`config.mk`:
```
export PLATFORM = sky130hd
export DESIGN_NAME = circular_deque_with_value_removal_core
export DESIGN_NICKNAME = d
export VERILOG_FILES = /design/src/rtl/core/cdq_pkg.sv /design/src/rtl/core/cdq_dpath.sv /design/src/rtl/core/cdq_ctrl.sv /design/src/rtl/core/circular_deque_with_value_removal_core.sv
export SDC_FILE = /design/constraint.sdc
export NUM_CORES = 1
export LEC_CHECK = 0
export BUFFER_PORTS_ARGS = -buffer_cell sky130_fd_sc_hd__buf_2
export CORE_MARGIN = 2
export CORE_UTILIZATION = 44
export DETAILED_ROUTE_END_ITERATION = 10
export GPL_TIMING_DRIVEN = 1
export HOLD_SLACK_MARGIN = 0.12
export PLACE_DENSITY_LB_ADDON = 0.25
export SYNTH_ARGS = -nofsm -noshare
export SYNTH_HDL_FRONTEND = slang
export SYNTH_SLANG_ARGS = --single-unit
export TNS_END_PERCENT = 5
```
`constraint.sdc`:
```
create_clock -name clk -period 5.54 [get_ports clk]
set_clock_uncertainty 0.1 [all_clocks]
set_input_delay 0.554 -clock clk [delete_from_list [all_inputs] [get_ports clk]]
set_output_delay 0.554 -clock clk [all_outputs]
set_load 0.02 [all_outputs]
```
`src/rtl/core/cdq_pkg.sv`:
```
// ----------------------------------------------------------------------------
// cdq_pkg: shared types and codes for the circular deque core
// Command and status codes, payload structs, the controller state type and
// the command/status structs that join the controller to the datapath.
// ----------------------------------------------------------------------------
package cdq_pkg;

  localparam int POOL_DEPTH_DEF = 16;

  localparam logic [2:0] CMD_PUSH_HEAD = 3'd0;
  localparam logic [2:0] CMD_PUSH_TAIL = 3'd1;
  localparam logic [2:0] CMD_POP_HEAD  = 3'd2;
  localparam logic [2:0] CMD_POP_TAIL  = 3'd3;
  localparam logic [2:0] CMD_FIND      = 3'd4;
  localparam logic [2:0] CMD_REMOVE    = 3'd5;

  localparam logic [1:0] ST_DONE     = 2'd0;
  localparam logic [1:0] ST_EMPTY    = 2'd1;
  localparam logic [1:0] ST_NOTFOUND = 2'd2;
  localparam logic [1:0] ST_FULL     = 2'd3;

  typedef struct packed {
    logic [2:0]         command;
    logic signed [31:0] item_value;
  } in_item_t;

  typedef struct packed {
    logic [1:0]         status;
    logic signed [31:0] result_value;
    logic [4:0]         entry_count;
  } out_item_t;

  typedef enum logic [3:0] {
    OP_NONE,
    OP_LOAD,
    OP_ALLOC,
    OP_ALLOC_RD,
    OP_PUSH_A,
    OP_PUSH_B,
    OP_POP_START,
    OP_POP_TAIL,
    OP_UNLINK,
    OP_WALK_START,
    OP_WALK,
    OP_FINISH
  } dp_op_t;

  typedef enum logic [3:0] {
    S_IDLE,
    S_DECODE,
    S_ALLOC_RD,
    S_PUSH_A,
    S_PUSH_B,
    S_POP_TAIL,
    S_UNLINK,
    S_WALK,
    S_FINISH
  } state_t;

  typedef struct packed {
    dp_op_t     op;
    logic [1:0] status;
  } dp_ctl_t;

  typedef struct packed {
    logic [2:0] cmd;
    logic       cnt_zero;
    logic       cnt_full;
    logic       alloc_direct;
    logic       match;
    logic       last;
  } dp_stat_t;

endpackage

```
`src/rtl/core/cdq_dpath.sv`:
```
// ----------------------------------------------------------------------------
// cdq_dpath: list pool datapath
// Holds the value, link and free-slot memories, the list registers and the
// result register, and carries out one step per cycle as commanded.
// ----------------------------------------------------------------------------
module cdq_dpath
  import cdq_pkg::*;
#(
  parameter int POOL_DEPTH = POOL_DEPTH_DEF
) (
  input  logic      clk,
  input  logic      rst_n,
  input  dp_ctl_t   ctl,
  input  in_item_t  in_item,
  output dp_stat_t  stat,
  output logic      out_strobe,
  output out_item_t out_item
);

  localparam int SW = $clog2(POOL_DEPTH);
  localparam int CW = $clog2(POOL_DEPTH + 1);

  logic signed [31:0] val_mem [POOL_DEPTH];
  logic [SW-1:0]      nxt_mem [POOL_DEPTH];
  logic [SW-1:0]      prv_mem [POOL_DEPTH];
  logic [SW-1:0]      fs_mem  [POOL_DEPTH];

  logic signed [31:0] val_rd_r;
  logic [SW-1:0]      nxt_rd_r, prv_rd_r, fs_rd_r;

  logic [SW-1:0] head_r, head_nxt;
  logic [CW-1:0] cnt_r, cnt_nxt;
  logic [CW-1:0] top_r, top_nxt;
  logic [CW-1:0] wm_r, wm_nxt;
  logic [2:0]    cmd_r, cmd_nxt;
  logic signed [31:0] val_r, val_nxt;
  logic [SW-1:0] s_r, s_nxt;
  logic [CW-1:0] i_r, i_nxt;
  logic signed [31:0] rv_r, rv_nxt;
  logic          out_strobe_r, out_strobe_nxt;
  out_item_t     out_item_r, out_item_nxt;

  logic          rd_en, fs_rd_en;
  logic [SW-1:0] ra, fs_ra;
  logic          val_we, nxt_we, prv_we, fs_we;
  logic [SW-1:0] val_wa, nxt_wa, prv_wa, fs_wa;
  logic signed [31:0] val_wd;
  logic [SW-1:0] nxt_wd, prv_wd, fs_wd;

  logic [CW-1:0]   top_dec;
  logic [CW-1:0]   dir_slot;
  logic            alloc_direct;
  logic            match;
  logic            last;
  logic [CW+4:0]   cnt_ext;

  assign top_dec      = top_r - CW'(1);
  assign dir_slot     = CW'(POOL_DEPTH - 1) - top_dec;
  // Stack positions below the low-water mark have never been written since
  // reset, so their slot number is derived from the position, not read.
  assign alloc_direct = top_dec < wm_r;
  assign match        = val_rd_r == val_r;
  assign last         = i_r == (cnt_r - CW'(1));
  assign cnt_ext      = {5'd0, cnt_nxt};

  assign stat.cmd          = cmd_r;
  assign stat.cnt_zero     = cnt_r == '0;
  assign stat.cnt_full     = cnt_r == CW'(POOL_DEPTH);
  assign stat.alloc_direct = alloc_direct;
  assign stat.match        = match;
  assign stat.last         = last;

  always_comb begin
    head_nxt       = head_r;
    cnt_nxt        = cnt_r;
    top_nxt        = top_r;
    wm_nxt         = wm_r;
    cmd_nxt        = cmd_r;
    val_nxt        = val_r;
    s_nxt          = s_r;
    i_nxt          = i_r;
    rv_nxt         = rv_r;
    out_strobe_nxt = 1'b0;
    out_item_nxt   = out_item_r;
    rd_en    = 1'b0;
    fs_rd_en = 1'b0;
    ra       = head_r;
    fs_ra    = top_dec[SW-1:0];
    val_we   = 1'b0;
    nxt_we   = 1'b0;
    prv_we   = 1'b0;
    fs_we    = 1'b0;
    val_wa   = s_r;
    nxt_wa   = s_r;
    prv_wa   = s_r;
    fs_wa    = top_r[SW-1:0];
    val_wd   = val_r;
    nxt_wd   = s_r;
    prv_wd   = s_r;
    fs_wd    = s_r;
    unique case (ctl.op)
      OP_NONE: begin
      end
      OP_LOAD: begin
        cmd_nxt = in_item.command;
        val_nxt = in_item.item_value;
        rv_nxt  = '0;
      end
      OP_ALLOC: begin
        top_nxt = top_dec;
        rd_en   = 1'b1;
        ra      = head_r;
        if (alloc_direct) begin
          s_nxt  = dir_slot[SW-1:0];
          wm_nxt = top_dec;
        end else begin
          fs_rd_en = 1'b1;
        end
      end
      OP_ALLOC_RD: begin
        s_nxt = fs_rd_r;
      end
      OP_PUSH_A: begin
        val_we = 1'b1;
        nxt_we = 1'b1;
        prv_we = 1'b1;
        if (cnt_r == '0) begin
          head_nxt = s_r;
          cnt_nxt  = cnt_r + CW'(1);
        end else begin
          nxt_wd = head_r;
          prv_wd = prv_rd_r;
        end
      end
      OP_PUSH_B: begin
        nxt_we  = 1'b1;
        nxt_wa  = prv_rd_r;
        prv_we  = 1'b1;
        prv_wa  = head_r;
        cnt_nxt = cnt_r + CW'(1);
        if (cmd_r == CMD_PUSH_HEAD) begin
          head_nxt = s_r;
        end
      end
      OP_POP_START: begin
        rd_en = 1'b1;
        ra    = head_r;
        s_nxt = head_r;
      end
      OP_POP_TAIL: begin
        rd_en = 1'b1;
        ra    = prv_rd_r;
        s_nxt = prv_rd_r;
      end
      OP_UNLINK: begin
        rv_nxt  = val_rd_r;
        cnt_nxt = cnt_r - CW'(1);
        if (cnt_r <= CW'(1)) begin
          head_nxt = '0;
        end else begin
          nxt_we = 1'b1;
          nxt_wa = prv_rd_r;
          nxt_wd = nxt_rd_r;
          prv_we = 1'b1;
          prv_wa = nxt_rd_r;
          prv_wd = prv_rd_r;
          if (s_r == head_r) begin
            head_nxt = nxt_rd_r;
          end
        end
        if (top_r < CW'(POOL_DEPTH)) begin
          fs_we   = 1'b1;
          top_nxt = top_r + CW'(1);
        end
      end
      OP_WALK_START: begin
        rd_en = 1'b1;
        ra    = head_r;
        s_nxt = head_r;
        i_nxt = '0;
      end
      OP_WALK: begin
        // One entry per cycle: the next link just read addresses the next one.
        if (match) begin
          rv_nxt = val_rd_r;
        end else if (!last) begin
          rd_en = 1'b1;
          ra    = nxt_rd_r;
          s_nxt = nxt_rd_r;
          i_nxt = i_r + CW'(1);
        end
      end
      OP_FINISH: begin
        out_strobe_nxt            = 1'b1;
        out_item_nxt.status       = ctl.status;
        out_item_nxt.result_value = (ctl.status == ST_DONE) ? rv_r : 32'sd0;
        out_item_nxt.entry_count  = cnt_ext[4:0];
      end
      default: begin
      end
    endcase
  end

  always_ff @(posedge clk) begin
    if (val_we) begin
      val_mem[val_wa] <= val_wd;
    end
    if (rd_en) begin
      val_rd_r <= val_mem[ra];
    end
  end

  always_ff @(posedge clk) begin
    if (nxt_we) begin
      nxt_mem[nxt_wa] <= nxt_wd;
    end
    if (rd_en) begin
      nxt_rd_r <= nxt_mem[ra];
    end
  end

  always_ff @(posedge clk) begin
    if (prv_we) begin
      prv_mem[prv_wa] <= prv_wd;
    end
    if (rd_en) begin
      prv_rd_r <= prv_mem[ra];
    end
  end

  always_ff @(posedge clk) begin
    if (fs_we) begin
      fs_mem[fs_wa] <= fs_wd;
    end
    if (fs_rd_en) begin
      fs_rd_r <= fs_mem[fs_ra];
    end
  end

  always_ff @(posedge clk) begin
    if (!rst_n) begin
      head_r       <= '0;
      cnt_r        <= '0;
      top_r        <= CW'(POOL_DEPTH);
      wm_r         <= CW'(POOL_DEPTH);
      out_strobe_r <= 1'b0;
    end else begin
      head_r       <= head_nxt;
      cnt_r        <= cnt_nxt;
      top_r        <= top_nxt;
      wm_r         <= wm_nxt;
      out_strobe_r <= out_strobe_nxt;
    end
  end

  always_ff @(posedge clk) begin
    cmd_r      <= cmd_nxt;
    val_r      <= val_nxt;
    s_r        <= s_nxt;
    i_r        <= i_nxt;
    rv_r       <= rv_nxt;
    out_item_r <= out_item_nxt;
  end

  assign out_strobe = out_strobe_r;
  assign out_item   = out_item_r;

endmodule

```
`src/rtl/core/cdq_ctrl.sv`:
```
// ----------------------------------------------------------------------------
// cdq_ctrl: command sequencer for the circular deque core
// Decodes each accepted command and steps the datapath through it, one
// datapath operation per cycle, ending with the result beat.
// ----------------------------------------------------------------------------
module cdq_ctrl
  import cdq_pkg::*;
(
  input  logic     clk,
  input  logic     rst_n,
  input  logic     start,
  input  dp_stat_t stat,
  output logic     busy,
  output dp_ctl_t  ctl
);

  state_t     state_r, state_nxt;
  logic [1:0] res_st_r, res_st_nxt;

  always_ff @(posedge clk) begin
    if (!rst_n) begin
      state_r  <= S_IDLE;
      res_st_r <= ST_DONE;
    end else begin
      state_r  <= state_nxt;
      res_st_r <= res_st_nxt;
    end
  end

  always_comb begin
    state_nxt  = state_r;
    res_st_nxt = res_st_r;
    ctl.op     = OP_NONE;
    ctl.status = res_st_r;
    unique case (state_r)
      S_IDLE: begin
        if (start) begin
          ctl.op    = OP_LOAD;
          state_nxt = S_DECODE;
        end
      end
      S_DECODE: begin
        res_st_nxt = ST_DONE;
        state_nxt  = S_FINISH;
        case (stat.cmd) inside
          CMD_PUSH_HEAD, CMD_PUSH_TAIL: begin
            if (stat.cnt_full) begin
              res_st_nxt = ST_FULL;
            end else begin
              ctl.op    = OP_ALLOC;
              state_nxt = stat.alloc_direct ? S_PUSH_A : S_ALLOC_RD;
            end
          end
          CMD_POP_HEAD, CMD_POP_TAIL: begin
            if (stat.cnt_zero) begin
              res_st_nxt = ST_EMPTY;
            end else begin
              ctl.op    = OP_POP_START;
              state_nxt = (stat.cmd == CMD_POP_TAIL) ? S_POP_TAIL : S_UNLINK;
            end
          end
          CMD_FIND, CMD_REMOVE: begin
            if (stat.cnt_zero) begin
              res_st_nxt = ST_EMPTY;
            end else begin
              ctl.op    = OP_WALK_START;
              state_nxt = S_WALK;
            end
          end
          default: begin
          end
        endcase
      end
      S_ALLOC_RD: begin
        ctl.op    = OP_ALLOC_RD;
        state_nxt = S_PUSH_A;
      end
      S_PUSH_A: begin
        ctl.op    = OP_PUSH_A;
        state_nxt = stat.cnt_zero ? S_FINISH : S_PUSH_B;
      end
      S_PUSH_B: begin
        ctl.op    = OP_PUSH_B;
        state_nxt = S_FINISH;
      end
      S_POP_TAIL: begin
        ctl.op    = OP_POP_TAIL;
        state_nxt = S_UNLINK;
      end
      S_UNLINK: begin
        ctl.op    = OP_UNLINK;
        state_nxt = S_FINISH;
      end
      S_WALK: begin
        ctl.op = OP_WALK;
        if (stat.match) begin
          state_nxt = (stat.cmd == CMD_REMOVE) ? S_UNLINK : S_FINISH;
        end else if (stat.last) begin
          res_st_nxt = ST_NOTFOUND;
          state_nxt  = S_FINISH;
        end
      end
      S_FINISH: begin
        ctl.op    = OP_FINISH;
        state_nxt = S_IDLE;
      end
      default: begin
        state_nxt = S_IDLE;
      end
    endcase
  end

  assign busy = state_r != S_IDLE;

endmodule

```
`src/rtl/core/circular_deque_with_value_removal_core.sv`:
```
// ----------------------------------------------------------------------------
// circular_deque_with_value_removal_core: doubly linked circular list engine
// A pool of slots holds a circular doubly linked list with push and pop at
// both ends, search by value and removal of the first matching entry.
// ----------------------------------------------------------------------------
// Usage: raise start with a command beat on in_item while busy is low; the
// beat is taken at that edge and busy rises the cycle after. Each command
// gives exactly one result beat on out_item, marked by out_strobe for one
// cycle; busy is already low during that cycle, so the next command may be
// issued alongside it. The receiver cannot stall and must take each beat.
// Controller steps from acceptance to the result beat:
//   push   : decode, a free-slot memory read when the slot is not a
//            never-used one, push A, push B unless the list was empty, finish
//   pop    : decode, a tail step at the tail only, unlink, finish
//   find   : decode, one walk step per entry up to the match or through the
//            whole entry count, finish; remove adds unlink after a match
//   empty, full and unused commands: decode, finish
// The search walks the next links one entry per cycle through the
// single registered read port of the link and value memories.
// Reset clears the list to empty with every slot free; it needs no
// clearing pass, as never-used free-stack entries are tracked by a mark.
// ----------------------------------------------------------------------------
module circular_deque_with_value_removal_core
  import cdq_pkg::*;
#(
  parameter int POOL_DEPTH = POOL_DEPTH_DEF
) (
  input  logic      clk,
  input  logic      rst_n,
  input  logic      start,
  output logic      busy,
  input  in_item_t  in_item,
  output logic      out_strobe,
  output out_item_t out_item
);

  dp_ctl_t  ctl;
  dp_stat_t stat;

  cdq_ctrl u_ctrl (
    .clk   (clk),
    .rst_n (rst_n),
    .start (start),
    .stat  (stat),
    .busy  (busy),
    .ctl   (ctl)
  );

  cdq_dpath #(
    .POOL_DEPTH (POOL_DEPTH)
  ) u_dpath (
    .clk        (clk),
    .rst_n      (rst_n),
    .ctl        (ctl),
    .in_item    (in_item),
    .stat       (stat),
    .out_strobe (out_strobe),
    .out_item   (out_item)
  );

  a_strobe_idle: assert property (@(posedge clk) disable iff (!rst_n)
    out_strobe |-> !busy)
    else $error("result beat while a command is still in progress");

  a_accept_busy: assert property (@(posedge clk) disable iff (!rst_n)
    (start && !busy) |=> busy)
    else $error("accepted command did not raise busy");

  a_fail_zero: assert property (@(posedge clk) disable iff (!rst_n)
    (out_strobe && out_item.status != ST_DONE) |-> out_item.result_value == 32'sd0)
    else $error("failed command returned a non-zero value");

  a_walk_nonempty: assert property (@(posedge clk) disable iff (!rst_n)
    (ctl.op == OP_WALK) |-> !stat.cnt_zero)
    else $error("search step on an empty list");

endmodule
```
==> flow_metrics.py, run 1 <==
metrics = {
    "grt": {
        "global_route.usage.met2": 0.330,
        "grt_antenna_before_repair": 5,
        "met1_usage": 0.303,
        "pin_count_of_the_biggest_net_entering_global_routing": 162,
        "track_usage": 0.209,
        "grt.met3_usage": 0.0353,
        "grt_overflow": 0,
        "first_global_vias": 20400,
        "global_route.peak_usage_layer": "met2",
        "grt_first_pass_wirelength_um": 132000,
    },
    "timing": {
        "fin_crit_ps": 4790,
        "fin_crit_sh": 0.864,
        "rsz0062_at_grt": "no",
        "timing_worst_slew_pin_value_ps": 1310,
        "slew-limit-headroom": 0.119,
        "fin_tns_setup_ps": 0,
        "final_max_slew_viol_count": 0,
        "final_hold_viols": 0,
        "fmax_mhz": 209,
        "report.final.setup_viol": 0,
    },
    "setup_path": {
        "criticalPathCategory": "flip-flop to flip-flop",
        "cp-start-kind": "flip-flop",
        "crit_path_cell_trace": "xor2_1 -> nor4_1 -> buf_4 -> and4_1 -> a211oi_1 -> a2111oi_4 -> buf_4 -> buf_4 -> mux2_2 -> o21ai_0 -> a221oi_2",
        "maximum_fanout_along_the_worst_path": 25,
        "arrival_time_at_the_worst_endpoint_ps": 5060,
        "crit_top_cell": "buf_4",
        "r2r.worst_path.cells": 11,
        "cp.required_ps": 5810,
        "critical_path.endpoint_type": "flip-flop",
        "crit_slowest_cell": "nor4_1",
        "delay_of_the_slowest_cell_on_the_worst_path_ps": 900,
    },
    "synthesis": {
        "synth_compound_gate_area_share": 0.0456,
        "synth-seq-cells": 889,
        "synthSimpleGateAreaFrac": 0.0808,
        "syn-cell-area_mm2": 0.0363,
        "fraction_of_the_yosys_area_taken_by_sequential_cells": 0.728,
        "syn_nets": 2354,
        "xor_xnor_portion_of_the_synthesized_cell_area": 0.0135,
        "adder_and_majority_gate_portion_of_the_synthesized_area": 0.00482,
        "main_combinational_cell_family_by_area_after_synthesis": "multiplexers",
        "synth-warning-count": 0,
        "post_synth.cell_area_avg_um2": 15.8,
        "synth-edff-count": 863,
        "ys_async_sr_fraction": 0,
        "postSynthCellCount": 2302,
        "synth.mux.area_fraction": 0.107,
        "synth.distinct_cells": 66,
        "ys.flop_type": "edfxtp_1",
    },
    "power": {
        "power_frac_clock": 0.399,
        "power_switching_mw": 3.56,
        "static-leakage-power_nw": 13.0,
        "power.combinational.fraction": 0.073,
        "swShare": 0.234,
        "pwr_dens_mw_per_mm2": 367,
        "p_int_mw": 11.6,
        "peakVddDrop_mv": 0.277,
        "power.share.sequential": 0.528,
    },
    "clock_network": {
        "clock_path_buffers": 3,
        "cts_tree": "done",
        "clock_latency_ps": 660,
        "cts_buffers": 91,
        "root_buffer": "clkbuf_16",
        "clock_tree.htree_level_count": 3,
        "clock-sinks": 889,
        "clk_pin_slew_ps": 60,
        "cts_resized": 0,
    },
    "die": {
        "die_area_mm2": 0.0848,
        "ios": 79,
        "initial_core_util": 0.444,
        "coreArea_mm2": 0.0818,
        "chip_height_um": 291,
        "fp-row-count": 105,
        "chipWidth_um": 291,
    },
    "drt": {
        "num_vias": 20500,
        "drt_wl_total_um": 89000,
        "drt_first_iter_violations": 2270,
        "detailedRoute.firstPassIterationCount": 7,
        "vias_per_cell": 5.74,
        "drc": 0,
        "remaining_antenna_violation_count": 0,
        "route.detailed.wl_per_inst_um": 24.9,
    },
    "place": {
        "placement.io_buffers": 78,
        "gp_routability_congestion": 0.877,
        "post_dp_cell_area_mm2": 0.0381,
        "place_hpwl_um": 51200,
        "dpl.cell_count": 3368,
    },
    "hold_path": {
        "min_path_cells": 5,
        "hold_path_class": "primary input to flip-flop",
    },
    "run_status": {
        "status": "completed",
    },
    "layout": {
        "area_growth_syn_to_layout_pct": 14.1,
        "n_fill_cell": 6699,
        "num_antenna_cells": 0,
        "layout_commonest_cell": "edfxtp_1",
        "finalInstanceArea_mm2": 0.0414,
        "share_of_cells_above_drive_strength_1": 0.163,
        "mostFrequentLayoutCells": "863 x edfxtp_1, 249 x mux2i_1, 174 x nand3_1",
        "design.final.nets": 2479,
        "layoutNonFillerInstCount": 3573,
    },
    "run": {
        "max_cap_violations": 0,
    },
}
[worst max-delay path: cells and delay by family, from the launching register on]
kind,cells,cell delay (ps)
compound gates,4,910
simple gates,2,1160
mux,1,390
buf+inv,3,1040
xor+xnor,1,250
flops,1,630
[path summary, 6_finish.rpt]
path | slack, ps | end | from
max | 750 | u_dpath.val_rd_r[7]$_DFFE_PP_ | u_dpath.val_r[27]$_DFFE_PN_
min | 270 | u_ctrl.state_r[0]$_SDFFE_PN0P_ | start
max reg2reg | 750 | u_dpath.val_rd_r[7]$_DFFE_PP_ | u_dpath.val_r[27]$_DFFE_PN_
min reg2reg | 380 | u_dpath.wm_r[3]$_SDFFE_PN0P_ | u_dpath.wm_r[3]$_SDFFE_PN0P_
[through the flow]
stage	utilization	power (mW)	setup slack [ps]	hold WS (ps)
after detailed placement	0.466	9.24	832	368
after CTS	0.506	15.3	823	246
after floorplan	-	8.73	753	331
final	0.506	15.2	753	274
after global routing	0.506	15.7	623	270
after global placement	0.466	9.21	973	356
[state kept, by name, indices dropped and copies added, names as in the netlist, 32 cells and up]
register and count:
u_dpath.rv_r 32, u_dpath.fs_mem 64, u_dpath.prv_mem 64, u_dpath.val_mem 512, u_dpath.out_item 39, u_dpath.val_rd_r 32, u_dpath.val_r 32, u_dpath.nxt_mem 64
[power groups by stage]
stage               Combinational [mW]  Clock, mW  Sequential [mW]
floorplan                        0.675          0             8.05
finish                            1.11       6.06             8.01
CTS                               1.12       6.17             8.01
global placement                  1.08          0             8.13
detailed placement                1.09          0             8.15
global route                      1.20       6.46             8.04
[metal layers]
metal / vias to the layer above / part of all wire
met3: 127 / 0.076
met2: 856 / 0.47
li1: 9172 / -
met4: 0 / 0.018
met5: - / 0
met1: 10300 / 0.44
[logic make-up after synthesis]
| group | after synthesis |
|---|---|
| DFF | 889 |
| muxes | 352 |
| xor gates and xnor gates | 56 |
| and+or+nand+nor | 601 |
| adders and majority gates | 14 |
| buffers and inverters | 158 |
| AOI/OAI and AO/OA | 232 |
[synth_stat cells (4+ instances only)]
cell type | instances | area [µm²]
xnor2_1 | 14 | 123
and3_1 | 36 | 225
mux4_2 | 20 | 450
nor4_1 | 10 | 62.6
clkbuf_1 | 85 | 319
nand2b_1 | 10 | 62.6
dfxtp_1 | 26 | 521
nor2b_1 | 5 | 31.3
and4_1 | 4 | 35.0
o21ai_1 | 4 | 20.0
a221oi_2 | 22 | 330
and2_1 | 41 | 257
inv_1 | 17 | 63.8
ha_1 | 14 | 175
a21oi_1 | 35 | 175
o22ai_1 | 7 | 43.8
xor2_1 | 42 | 368
a31oi_1 | 5 | 31.3
edfxtp_1 | 863 | 25900
mux2_2 | 63 | 709
buf_2 | 9 | 45.0
mux2i_1 | 249 | 2490
a222oi_1 | 5 | 50.1
nand2_1 | 128 | 480
mux2_1 | 20 | 225
nor2_1 | 113 | 424
o21ai_0 | 94 | 470
a211oi_1 | 6 | 45.0
nand3_1 | 174 | 871
a221oi_1 | 22 | 193
buf_4 | 30 | 225
buf_1 | 11 | 41.3
nand4_1 | 44 | 275
nor3_1 | 22 | 110
[timing repair]
item	4_1_cts	5_1_grt
setup buffers	0	0
hold buffers	36	0
endpoints found under the hold margin	37	0
[layout make-up]
class | count | area, µm² | share of cell area
Clock buffer | 115 | 2430 | 0.0587
Clock inverter | 54 | 539 | 0.0130
Inverter | 19 | 71.3 | 0.00172
Multi-Input combinational cell | 1255 | 9340 | 0.225
Sequential cell | 889 | 26400 | 0.638
Tap cell | 1070 | 1340 | 0.0323
Timing Repair Buffer | 171 | 1280 | 0.0309
Note: power is estimated with default switching activity, not from simulation.
==> run 2, diff against run 1 <==
BUFFER_PORTS_ARGS = default   (was -buffer_cell sky130_fd_sc_hd__buf_2)
DONT_BUFFER_PORTS = 1   (was default)
SLEW_MARGIN = 30   (was default)
==> run 2 against run 1 <==
  * Global-route usage down 0.51 points
  * Critical path type unchanged
  * Largest cell class unchanged
  * Sequential share of layout area down 0.11 points
  * Hold slack worse by 38 ps
  * Final cell count down 1.8%
  * Largest power group unchanged
==> flow_metrics.py, run 2 (synthesized netlist as in run 1, its figures left out) <==
metrics = {
    "setup_path": {
        "criticalPathCategory": "flip-flop to flip-flop",
        "cp-start-kind": "flip-flop",
        "maximum_fanout_along_the_worst_path": 28,
        "critical_path.endpoint_type": "flip-flop",
        "arrival_time_at_the_worst_endpoint_ps": 4640,
        "setup.reg_to_reg.worst_slack_ps": 1150,
        "cp.required_ps": 5780,
    },
    "clock_network": {
        "clock_path_buffers": 3,
        "clock_tree.htree_level_count": 3,
        "clk_pin_slew_ps": 60,
        "cts_buffers": 93,
        "clock-sinks": 889,
        "cts_tree": "done",
        "cts_resized": 0,
        "clock_latency_ps": 670,
        "root_buffer": "clkbuf_16",
    },
    "die": {
        "die_area_mm2": 0.0848,
        "chip_height_um": 291,
        "ios": 79,
        "initial_core_util": 0.444,
        "fp-row-count": 105,
        "coreArea_mm2": 0.0818,
        "chipWidth_um": 291,
    },
    "hold_path": {
        "hold_path_class": "primary input to flip-flop",
    },
    "drt": {
        "remaining_antenna_violation_count": 0,
        "drt_first_iter_violations": 2144,
        "vias_per_cell": 5.76,
        "num_vias": 20200,
        "drc": 0,
        "detailedRoute.firstPassIterationCount": 7,
        "route.detailed.wl_per_inst_um": 24.9,
        "drt_wl_total_um": 87300,
    },
    "power": {
        "static-leakage-power_nw": 12.9,
        "peakVddDrop_mv": 0.256,
        "finalPower_mw": 15.6,
        "pwr_dens_mw_per_mm2": 377,
    },
    "timing": {
        "report.final.setup_viol": 0,
        "rsz0062_at_grt": "no",
        "fin_crit_sh": 0.793,
        "hold_ws_ps": 236,
        "final_max_slew_viol_count": 0,
        "slew-limit-headroom": 0.313,
        "fin_tns_setup_ps": 0,
        "postLayoutSetupSlackWorst_ps": 1150,
        "timing_worst_slew_pin_value_ps": 1030,
        "fin_crit_ps": 4390,
        "final_hold_viols": 0,
        "fmax_mhz": 228,
    },
    "layout": {
        "layoutNonFillerInstCount": 3510,
        "share_of_cells_above_drive_strength_1": 0.142,
        "layout_commonest_cell": "edfxtp_1",
        "n_fill_cell": 6750,
        "mostFrequentLayoutCells": "863 x edfxtp_1, 249 x mux2i_1, 174 x nand3_1",
        "area_growth_syn_to_layout_pct": 14.3,
        "largest_register": "u_dpath.val_mem",
        "design.final.nets": 2408,
        "largest_register_ffs": 512,
    },
    "grt": {
        "grt_antenna_before_repair": 7,
        "grt_overflow": 0,
        "pin_count_of_the_biggest_net_entering_global_routing": 162,
        "grt_first_pass_wirelength_um": 128000,
        "first_global_vias": 19900,
        "track_usage": 0.204,
    },
    "place": {
        "dpl_worst_slack_ps": 1080,
        "gp_routability_congestion": 0.839,
        "place_hpwl_um": 50400,
        "dpl.cell_count": 3293,
        "placement.io_buffers": 0,
    },
    "run_status": {
        "status": "completed",
    },
    "run": {
        "max_cap_violations": 0,
    },
}
## run 2: final cells by class
class	instances	area (µm²)	share of cell area
repair buffers	98	1020	0.0246
clock inverters	48	682	0.0164
multi-input cells	1255	9380	0.226
inverters	19	71.3	0.00172
clock buffers	127	2570	0.0619
diodes	4	10.0	0.000241
well taps	1070	1340	0.0323
flip-flops and latches	889	26400	0.637
## run 2: worst paths after layout
| kind | start | to | cells after the start |
|---|---|---|---|
| max | u_dpath.val_r[22]$_DFFE_PN_ | u_dpath.val_rd_r[30]$_DFFE_PP_ | 9 |
| min | rst_n | u_dpath.cnt_r[2]$_SDFF_PN0_ | 2 |
| max reg2reg | u_dpath.val_r[22]$_DFFE_PN_ | u_dpath.val_rd_r[30]$_DFFE_PP_ | 9 |
| min reg2reg | u_dpath.wm_r[1]$_SDFFE_PN0P_ | u_dpath.wm_r[1]$_SDFFE_PN0P_ | 2 |
## run 2: power by group
part	switching (mW)	leakage, nW	internal [mW]
Sequential	0.285	8.03	7.76
Clock	2.60	1.54	3.93
Combinational	0.696	3.29	0.364
## run 2: timing repair
item,4_1_cts,5_1_grt
endpoints found under the hold margin,45,0
hold buffers,37,0
setup buffers,0,0
## run 2: worst max-delay path, stage by stage, from the launching register on
cell and delay (ps):
edfxtp_1 680, xor2_1 260, nor4_1 790, and4_1 380
a21oi_2 140, mux2_2 330, a221o_4 550, nor2_4 180
buf_4 450, a221oi_1 170
## run 2: per-layer routing
metal | track usage | wire (µm)
met1 | 0.295 | 38500
met2 | 0.314 | 39800
met3 | 0.0376 | 6900
met4 | 0.0607 | 2070
met5 | 0 | 39
## run 2: through the flow
stage          area, µm²  utilization
3_5_place_dp       37800        0.462
5_1_grt            41500        0.507
4_1_cts            41500        0.507
3_3_place_gp       37700        0.461
2_1_floorplan      36300            -
6_report           41500        0.507
